## src/hdl/slxfp_pkg.sv

```systemverilog
// ---------------------------------------------------------------------------
// slxfp_pkg: shared constants for the sync/length/XOR frame parser
// Phase codes, result kind codes and field widths used by the parser.
// ---------------------------------------------------------------------------
package slxfp_pkg;

    // Field widths
    localparam int BYTE_W  = 8;
    localparam int KIND_W  = 3;
    localparam int PHASE_W = 3;
    localparam int OUT_W   = 40;

    // Reset value of the sync byte register
    localparam logic [BYTE_W-1:0] SYNC_RESET = 8'hFF;

    // Parser phase codes
    localparam logic [PHASE_W-1:0] PH_SYNC = 3'd0;
    localparam logic [PHASE_W-1:0] PH_CMD  = 3'd1;
    localparam logic [PHASE_W-1:0] PH_LEN  = 3'd2;
    localparam logic [PHASE_W-1:0] PH_DATA = 3'd3;
    localparam logic [PHASE_W-1:0] PH_SUM  = 3'd4;

    // Result kind codes
    localparam logic [KIND_W-1:0] K_DISCARD = 3'd0;
    localparam logic [KIND_W-1:0] K_SYNC    = 3'd1;
    localparam logic [KIND_W-1:0] K_CMD     = 3'd2;
    localparam logic [KIND_W-1:0] K_LEN     = 3'd3;
    localparam logic [KIND_W-1:0] K_DATA    = 3'd4;
    localparam logic [KIND_W-1:0] K_SUM     = 3'd5;

    // Fields of one result word before packing
    typedef struct packed {
        logic [KIND_W-1:0] kind;
        logic [BYTE_W-1:0] value;
        logic [BYTE_W-1:0] payload_index;
        logic [BYTE_W-1:0] command_out;
        logic [BYTE_W-1:0] length_out;
        logic              frame_done;
        logic              checksum_ok;
    } result_t;

endpackage

```

## src/hdl/sync_len_xor_frame_parser.sv

```systemverilog
// ---------------------------------------------------------------------------
// sync_len_xor_frame_parser
// Deframes sync/command/length/payload/checksum packets from a byte stream
// and classifies every received byte in one result word.
// ---------------------------------------------------------------------------
//
//  Channel | Direction | Signals                          | Content
//  --------+-----------+----------------------------------+---------------------
//  s_      | in        | s_tvalid s_tready s_tdata[7:0]   | received byte
//  m_      | out       | m_tvalid m_tready m_tdata[39:0]  | classified byte
//          |           | m_tuser[2:0] m_tlast             | kind, end of frame
//  cfg_    | in        | cfg_valid cfg_ready cfg_data[7:0]| sync byte value
//
// One byte is taken per cycle unless the output stalls; its result appears in
// the cycle after acceptance. The header state and the running XOR are updated
// at the accepting edge, so a byte may follow in the very next cycle; the
// output register sets the rate. A byte is accepted while the output register
// is empty or being emptied, so an output stall holds the input after one word.
// Reset (rst_n low, asynchronous) returns the parser to waiting for sync,
// clears the held header and sets the sync byte to 0xFF.
// The configuration port is always ready.
//
module sync_len_xor_frame_parser
(
    input  logic        clk,
    input  logic        rst_n,
    // Input byte stream
    input  logic        s_tvalid,
    output logic        s_tready,
    input  logic [7:0]  s_tdata,   // [7:0] byte_in
    // Result stream
    output logic        m_tvalid,
    input  logic        m_tready,
    output logic [39:0] m_tdata,   // [7:0] value, [15:8] payload_index,
                                   // [23:16] command_out, [31:24] length_out,
                                   // [32] checksum_ok, [39:33] zero
    output logic [2:0]  m_tuser,   // [2:0] kind
    output logic        m_tlast,   // frame_done
    // Configuration
    input  logic        cfg_valid,
    output logic        cfg_ready,
    input  logic [7:0]  cfg_data   // [7:0] sync_byte
);

    logic [slxfp_pkg::BYTE_W-1:0]  sync_reg;
    logic [slxfp_pkg::PHASE_W-1:0] phase_reg;
    logic [slxfp_pkg::PHASE_W-1:0] phase_next;
    logic [slxfp_pkg::BYTE_W-1:0]  cmd_reg;
    logic [slxfp_pkg::BYTE_W-1:0]  cmd_next;
    logic [slxfp_pkg::BYTE_W-1:0]  len_reg;
    logic [slxfp_pkg::BYTE_W-1:0]  len_next;
    logic [slxfp_pkg::BYTE_W-1:0]  count_reg;
    logic [slxfp_pkg::BYTE_W-1:0]  count_next;
    logic [slxfp_pkg::BYTE_W-1:0]  xor_reg;
    logic [slxfp_pkg::BYTE_W-1:0]  xor_next;
    logic                          out_valid_reg;
    slxfp_pkg::result_t            res_reg;
    slxfp_pkg::result_t            res_next;
    logic                          s_accept;
    logic [slxfp_pkg::BYTE_W:0]    count_inc;

    // Handshakes
    assign s_tready  = !out_valid_reg || m_tready;
    assign s_accept  = s_tvalid && s_tready;
    assign cfg_ready = 1'b1;

    // Sync byte register
    always_ff @(posedge clk or negedge rst_n)
    begin
        if (!rst_n)
        begin
            sync_reg <= slxfp_pkg::SYNC_RESET;
        end
        else if (cfg_valid && cfg_ready)
        begin
            sync_reg <= cfg_data;
        end
    end

    // Next parser state and result for the byte at the input
    assign count_inc = {1'b0, count_reg} + {{slxfp_pkg::BYTE_W{1'b0}}, 1'b1};

    always_comb
    begin
        phase_next = phase_reg;
        cmd_next   = cmd_reg;
        len_next   = len_reg;
        count_next = count_reg;
        xor_next   = xor_reg;
        res_next.kind          = slxfp_pkg::K_DISCARD;
        res_next.payload_index = '0;
        res_next.frame_done    = 1'b0;
        res_next.checksum_ok   = 1'b0;
        case (phase_reg)
            slxfp_pkg::PH_CMD:
            begin
                res_next.kind = slxfp_pkg::K_CMD;
                cmd_next      = s_tdata;
                xor_next      = xor_reg ^ s_tdata;
                phase_next    = slxfp_pkg::PH_LEN;
            end
            slxfp_pkg::PH_LEN:
            begin
                res_next.kind = slxfp_pkg::K_LEN;
                len_next      = s_tdata;
                xor_next      = xor_reg ^ s_tdata;
                count_next    = '0;
                phase_next    = (s_tdata != '0) ? slxfp_pkg::PH_DATA : slxfp_pkg::PH_SUM;
            end
            slxfp_pkg::PH_DATA:
            begin
                res_next.kind          = slxfp_pkg::K_DATA;
                res_next.payload_index = count_reg;
                xor_next               = xor_reg ^ s_tdata;
                count_next             = count_inc[slxfp_pkg::BYTE_W-1:0];
                if (count_inc >= {1'b0, len_reg})
                begin
                    phase_next = slxfp_pkg::PH_SUM;
                end
            end
            slxfp_pkg::PH_SUM:
            begin
                res_next.kind        = slxfp_pkg::K_SUM;
                res_next.frame_done  = 1'b1;
                res_next.checksum_ok = (s_tdata == xor_reg);
                phase_next           = slxfp_pkg::PH_SYNC;
            end
            default:
            begin
                // Waiting for sync; unused codes behave the same way.
                if (s_tdata == sync_reg)
                begin
                    res_next.kind = slxfp_pkg::K_SYNC;
                    xor_next      = '0;
                    phase_next    = slxfp_pkg::PH_CMD;
                end
                else
                begin
                    count_next = '0;
                    phase_next = slxfp_pkg::PH_SYNC;
                end
            end
        endcase
        res_next.value       = s_tdata;
        res_next.command_out = cmd_next;
        res_next.length_out  = len_next;
    end

    // Parser state, updated on every accepted word
    always_ff @(posedge clk or negedge rst_n)
    begin
        if (!rst_n)
        begin
            phase_reg <= slxfp_pkg::PH_SYNC;
            cmd_reg   <= '0;
            len_reg   <= '0;
            count_reg <= '0;
            xor_reg   <= '0;
        end
        else if (s_accept)
        begin
            phase_reg <= phase_next;
            cmd_reg   <= cmd_next;
            len_reg   <= len_next;
            count_reg <= count_next;
            xor_reg   <= xor_next;
        end
    end

    // Output register valid flag
    always_ff @(posedge clk or negedge rst_n)
    begin
        if (!rst_n)
        begin
            out_valid_reg <= 1'b0;
        end
        else if (s_tready)
        begin
            out_valid_reg <= s_tvalid;
        end
    end

    // Output register payload
    always_ff @(posedge clk)
    begin
        if (s_accept)
        begin
            res_reg <= res_next;
        end
    end

    // Pack the result word
    assign m_tvalid = out_valid_reg;
    assign m_tuser  = res_reg.kind;
    assign m_tlast  = res_reg.frame_done;
    assign m_tdata  = {7'd0, res_reg.checksum_ok, res_reg.length_out,
                       res_reg.command_out, res_reg.payload_index, res_reg.value};

`ifndef ASSERT_OFF
    // The end-of-frame mark comes only with a checksum byte.
    assert property (@(posedge clk) disable iff (!rst_n)
        (m_tvalid && m_tlast) |-> (m_tuser == slxfp_pkg::K_SUM))
        else $error("frame end without checksum kind");

    // A checksum match is reported only on the last byte of a frame.
    assert property (@(posedge clk) disable iff (!rst_n)
        (m_tvalid && m_tdata[32]) |-> m_tlast)
        else $error("checksum_ok outside frame end");

    // A non-zero payload index belongs to a payload byte.
    assert property (@(posedge clk) disable iff (!rst_n)
        (m_tvalid && (m_tdata[15:8] != 8'd0)) |-> (m_tuser == slxfp_pkg::K_DATA))
        else $error("payload index on non-payload byte");

    // After a checksum byte the parser waits for sync again.
    assert property (@(posedge clk) disable iff (!rst_n)
        (s_accept && (phase_reg == slxfp_pkg::PH_SUM)) |=> (phase_reg == slxfp_pkg::PH_SYNC))
        else $error("parser did not return to sync after checksum");

    // An empty output register never blocks the input.
    assert property (@(posedge clk) disable iff (!rst_n)
        !out_valid_reg |-> s_tready)
        else $error("input stalled with empty output register");
`endif

endmodule
```

## config.mk

```make
export PLATFORM = sky130hd
export DESIGN_NAME = sync_len_xor_frame_parser
export DESIGN_NICKNAME = d
export VERILOG_FILES = /design/src/hdl/slxfp_pkg.sv /design/src/hdl/sync_len_xor_frame_parser.sv
export SDC_FILE = /design/constraint.sdc
export NUM_CORES = 1
export LEC_CHECK = 0
export ABC_AREA = 1
export BUFFER_PORTS_ARGS = -buffer_cell sky130_fd_sc_hd__buf_2
export CELL_PAD_IN_SITES_DETAIL_PLACEMENT = 0
export CELL_PAD_IN_SITES_GLOBAL_PLACEMENT = 1
export CORE_MARGIN = 3
export CORE_UTILIZATION = 44
export CTS_BUF_LIST = sky130_fd_sc_hd__clkbuf_4 sky130_fd_sc_hd__clkbuf_8
export CTS_CLUSTER_DIAMETER = 60
export DETAILED_ROUTE_END_ITERATION = 8
export MAX_ROUTING_LAYER = met4
export PLACE_DENSITY_LB_ADDON = 0.1
export SETUP_SLACK_MARGIN = 0.3
export SLEW_MARGIN = 20
export SYNTH_ARGS = -nofsm -noshare
export SYNTH_HDL_FRONTEND = slang
export SYNTH_SLANG_ARGS = --single-unit
```

## constraint.sdc

```tcl
create_clock -name clk -period 2.5 [get_ports clk]
set_input_delay 0.25 -clock clk [delete_from_list [all_inputs] [get_ports clk]]
set_output_delay 0.25 -clock clk [all_outputs]
set_load 0.005 [all_outputs]
```

==> results <==
- Of the post-synthesis cell area, the dominant cell type holds 0.297.
- The setup slack at placement is 0.420 ns.
- The switching power as a share of total power is 0.327.
- For this run the aggregate overflow at the end of global routing stands at 0.
- The arrival time reported for the critical path endpoint is 2.24 ns.
- The number of failing hold endpoints at the final stage was 0.
- Setup slack on the worst reg-to-reg path comes out at 0.49 ns.
- The critical path endpoint is phase_reg[0]$_DFFE_PN0P_.
- The endpoint identified for the worst register-to-register timing path is phase_reg[0]$_DFFE_PN0P_.
- The vertical extent of the die is 98.2 um.
- The maximum clock skew at final layout is ~0.0095 ns.
- The share of cells above drive strength 1 is 0.246.
- The routed wire length is 7800 um.
- In the finished design, the share of the clock period the worst path needs comes to 0.802.
- The xor/xnor share of the synthesized area is 0.0375.
- Clock latency on the worst-skew pair, taken at its later pin, is about 0.34 ns.
- Dividing the detail-routed wire length by the instance count gives 13.9 um.
- The area growth from synthesis to layout is 17.8%.
- Of the total synthesized cell area, the portion taken by AND, OR, NAND and NOR gates is 0.202.
- The core area is approximately 8000 um^2.
- The number of max-slew violations in the final report is 0.
- The starting density of the core is 0.469.
- The die footprint is 9640 um^2.
- The power per cell area is 904 nW/um^2.
- The net switching power figure is 1300 uW.
- Setup violations remaining at the end of the flow were counted as 0.
- Counting the fill cells in the layout gives 748.
- Counting the buffers created by CTS gives 9.
- For the pin with the worst max-slew slack, the measured transition is 0.972 ns.
- The max-cap check violation count is 0.
- The internal portion of total power is 2680 uW.
- In the routed design, unresolved DRC markers number 0.
- sky130_fd_sc_hd__edfxtp_1 takes more of the synthesized area than any other cell.
- Measured on the finished design, the core utilization comes to 0.552.
- Setup repair after global routing left no endpoint under its margin.
- The combinational share of power is 0.269.
- The number of antenna diodes in the final layout is 0.
- The number of top-level pins is between 60 and 70.
- The cell area after layout is 4400 um^2.
- The routed layout has 2701 vias.
- Synthesis handed over a netlist of a little under 400 instances.
- The adder and majority cell fraction of the synthesized area is 0.0301.
- Clock-pin slew was measured on the worst setup and hold paths at 0.09 ns.
- The source of the critical timing path is count_reg[0]$_DFFE_PN0P_.
- The register with the most flip-flops in the layout has 33 of them.
- In this run the cell area measured after placement is a little over 4000 um^2.
- Counting along the longest clock path gives a buffer depth of 2.
- STA puts the critical path data required time at 2.73 ns.
- The total number of placement rows is 32.
- The clock net in this run drives a total of 81 sinks.
- The initial antenna violation count is 0.
- After layout, the worst setup slack is 0.494 ns.
- The filler-free cell count of the finished design is 562.
- The Yosys step of the flow raised 0 warnings.
- The cell count of the worst reg-to-reg path is 12.
- In this run, placement finished with an instance count of between 500 and 600.
- The run finished with clean final reports.
- The detail route stage leaves a number of antenna-violating nets equal to 0.
- The static leakage power is 0.00215 uW.
- The number of nets in the layout is 485.
- The area fraction in compound gates after synthesis was 0.0536.
- Summed over all failing endpoints, the final setup total negative slack is 0 ns.
- The worst setup path is of the reg -> reg kind.
- The relative contribution of the clock network to total power is 0.252.
- After synthesis, the netlist uses 28 different library cells.
- The detailed-placement wirelength estimate is 5420 um.
- Entering global routing, the biggest net connects between 60 and 70 pins.
- The mux contribution to synthesized area is 0.0121.
- Using the TritonRoute via totals, the vias-per-cell ratio works out to 4.81.
- By area the synthesized netlist is led by sky130_fd_sc_hd__edfxtp_1, sky130_fd_sc_hd__dfrtp_1, sky130_fd_sc_hd__nand2_1.
- The sort of element at the end of the critical path is a register.
- The TritonCTS clock tree is built.
- The total global-route track usage is 0.175.
- The pre-antenna-repair detailed-routing pass consisted of 4 iterations.
- The number of global-route vias before repair is 2500.
- The worst register-to-register path begins at count_reg[0]$_DFFE_PN0P_.
- The global-route wire length before repair is roughly 13000 um.
- The kind of path behind the tightest hold check is in -> async.
- The maximum vdd ir drop is slightly above 400 uV.
- The share of synthesized flip-flops with an asynchronous set or reset is 0.543.
- The total standard cell area after synthesis is 3740 um^2.
- The final period demand of the worst path is ~2 ns.
- The most used flip-flop cell after synthesis is sky130_fd_sc_hd__edfxtp_1.
- CTS placed an instance of sky130_fd_sc_hd__clkbuf_8 at the clock tree root.
- The register bit total from synthesis is 81.
- The CTS H-tree depth is 3.
- In this run the worst path has a maximum fanout of 4.
- The last weighted congestion value of the routability-driven placer is 0.774.
- The achievable clock frequency is 499 MHz.
- The worst pin sits at a relative slew slack of 0.352.
- The iteration-0 DRC count of the detailed router is 134.
- The sequential share of power is 0.479.
- The port buffer count is 59.
- Yosys mapped a number of flops with a built-in enable equal to 37.
- The die is 98.2 um wide.
- The dominant combinational cell family by area after synthesis is simple AND/OR/NAND/NOR gates.
- The portion of the post-synthesis area used by sequential elements is 0.595.
- STA classifies the critical path startpoint as a register.
- A synthesized cell averages 9.61 um^2.
[kinds of logic (layout without fill, tap and decap cells)]
logic type,count (synthesis),in the layout
muxes,4,4
xor gates and xnor gates,16,16
DFF,81,81
buffers and inverters,59,124
adders and majority gates,9,9
AOI/OAI and AO/OA,38,38
other,2,8
and+or+nand+nor,180,180
[cell type report]
cell class / count / area, um^2 / area share
Sequential cell: 81 / 2220 / 0.505
Timing Repair Buffer: 65 / 353 / 0.0802
Multi-Input combinational cell: 255 / 1320 / 0.301
Clock inverter: 4 / 51.3 / 0.0117
Tap cell: 102 / 128 / 0.0290
Inverter: 43 / 164 / 0.0372
Clock buffer: 12 / 159 / 0.0361
[critical path, cell delays in order, from the launching register on]
cell,delay [ns]
sky130_fd_sc_hd__dfrtp_2,0.44
sky130_fd_sc_hd__inv_4,0.06
sky130_fd_sc_hd__nor3_4,0.24
sky130_fd_sc_hd__nand4_1,0.19
sky130_fd_sc_hd__nor2_1,0.13
sky130_fd_sc_hd__nand2_1,0.06
sky130_fd_sc_hd__and2_1,0.16
sky130_fd_sc_hd__ha_1,0.27
sky130_fd_sc_hd__nand2_1,0.06
sky130_fd_sc_hd__nand2_2,0.09
sky130_fd_sc_hd__nand2_2,0.07
sky130_fd_sc_hd__nand2_1,0.08
sky130_fd_sc_hd__nand2_1,0.04
[cells in the final DEF, fill, tap and decap left out, types with 5 or more instances in the layout]
cell type	netlist	routed
sky130_fd_sc_hd__nand2_1	135	133
sky130_fd_sc_hd__buf_2	4	59
sky130_fd_sc_hd__inv_1	40	39
sky130_fd_sc_hd__edfxtp_1	37	37
sky130_fd_sc_hd__dfrtp_1	36	35
sky130_fd_sc_hd__o21ai_0	33	32
sky130_fd_sc_hd__nor2_1	16	16
sky130_fd_sc_hd__nand3_1	14	13
sky130_fd_sc_hd__clkbuf_8	0	11
sky130_fd_sc_hd__xnor2_1	8	8
sky130_fd_sc_hd__ha_1	9	8
sky130_fd_sc_hd__conb_1	2	8
sky130_fd_sc_hd__dfstp_2	8	8
sky130_fd_sc_hd__xor2_1	8	7
sky130_fd_sc_hd__nand4_1	5	5
sky130_fd_sc_hd__buf_4	8	5
[how the worst min path moves through the flow]
stage / slack, ns / cells past startpoint / start / to
after floorplan: -0.05 / 0 / rst_n / cmd_reg[0]$_DFFE_PN0P_
after global placement: 0.46 / 1 / rst_n / cmd_reg[2]$_DFFE_PN0P_
after detailed placement: 0.46 / 1 / rst_n / cmd_reg[2]$_DFFE_PN0P_
after CTS: 0.08 / 1 / rst_n / cmd_reg[2]$_DFFE_PN0P_
after global routing: 0.11 / 3 / cfg_data[3] / sync_reg[3]$_DFFE_PN1P_
final: 0.06 / 1 / rst_n / cmd_reg[2]$_DFFE_PN0P_
[through the flow]
stage | total power [uW] | hold WS, ns
finish | 3980 | 0.0588
global route | 4290 | 0.114
CTS | 4000 | 0.0836
detailed placement | 2990 | 0.465
global placement | 2960 | 0.462
floorplan | 2660 | -0.0456
[synth_stat cells, drive strengths merged, types with 5 or more instances]
master,count
nand3,14
buf,12
inv,42
dfrtp,36
xor2,8
nand2,136
dfstp,8
edfxtp,37
o21ai,35
nand4,5
xnor2,8
nor2,21
ha,9
[what timing repair did]
action | in CTS | in global routing
resized for setup | 0 | 12
hold buffers | 0 | 0
setup endpoints to repair | 0 | 3
buffers inserted | 0 | 3
[power by group through the flow]
| stage | Sequential [uW] | Combinational, uW | Clock [uW] |
|---|---|---|---|
| after floorplan | 1920 | 736 | 0 |
| after global placement | 1920 | 1040 | 0 |
| after detailed placement | 1930 | 1060 | 0 |
| after CTS | 1900 | 1070 | 1030 |
| after global routing | 1940 | 1260 | 1090 |
| final | 1910 | 1070 | 1000 |
[metal layers]
| metal | GRT usage | vias up | share of wire |
|---|---|---|---|
| li1 | - | 1356 | - |
| met1 | 0.254 | 1266 | 0.49 |
| met2 | 0.247 | 71 | 0.45 |
| met3 | 0.0321 | 8 | 0.044 |
| met4 | 0.0578 | 0 | 0.014 |
| met5 | - | - | 0 |
Power figures use the tool's default switching activity.
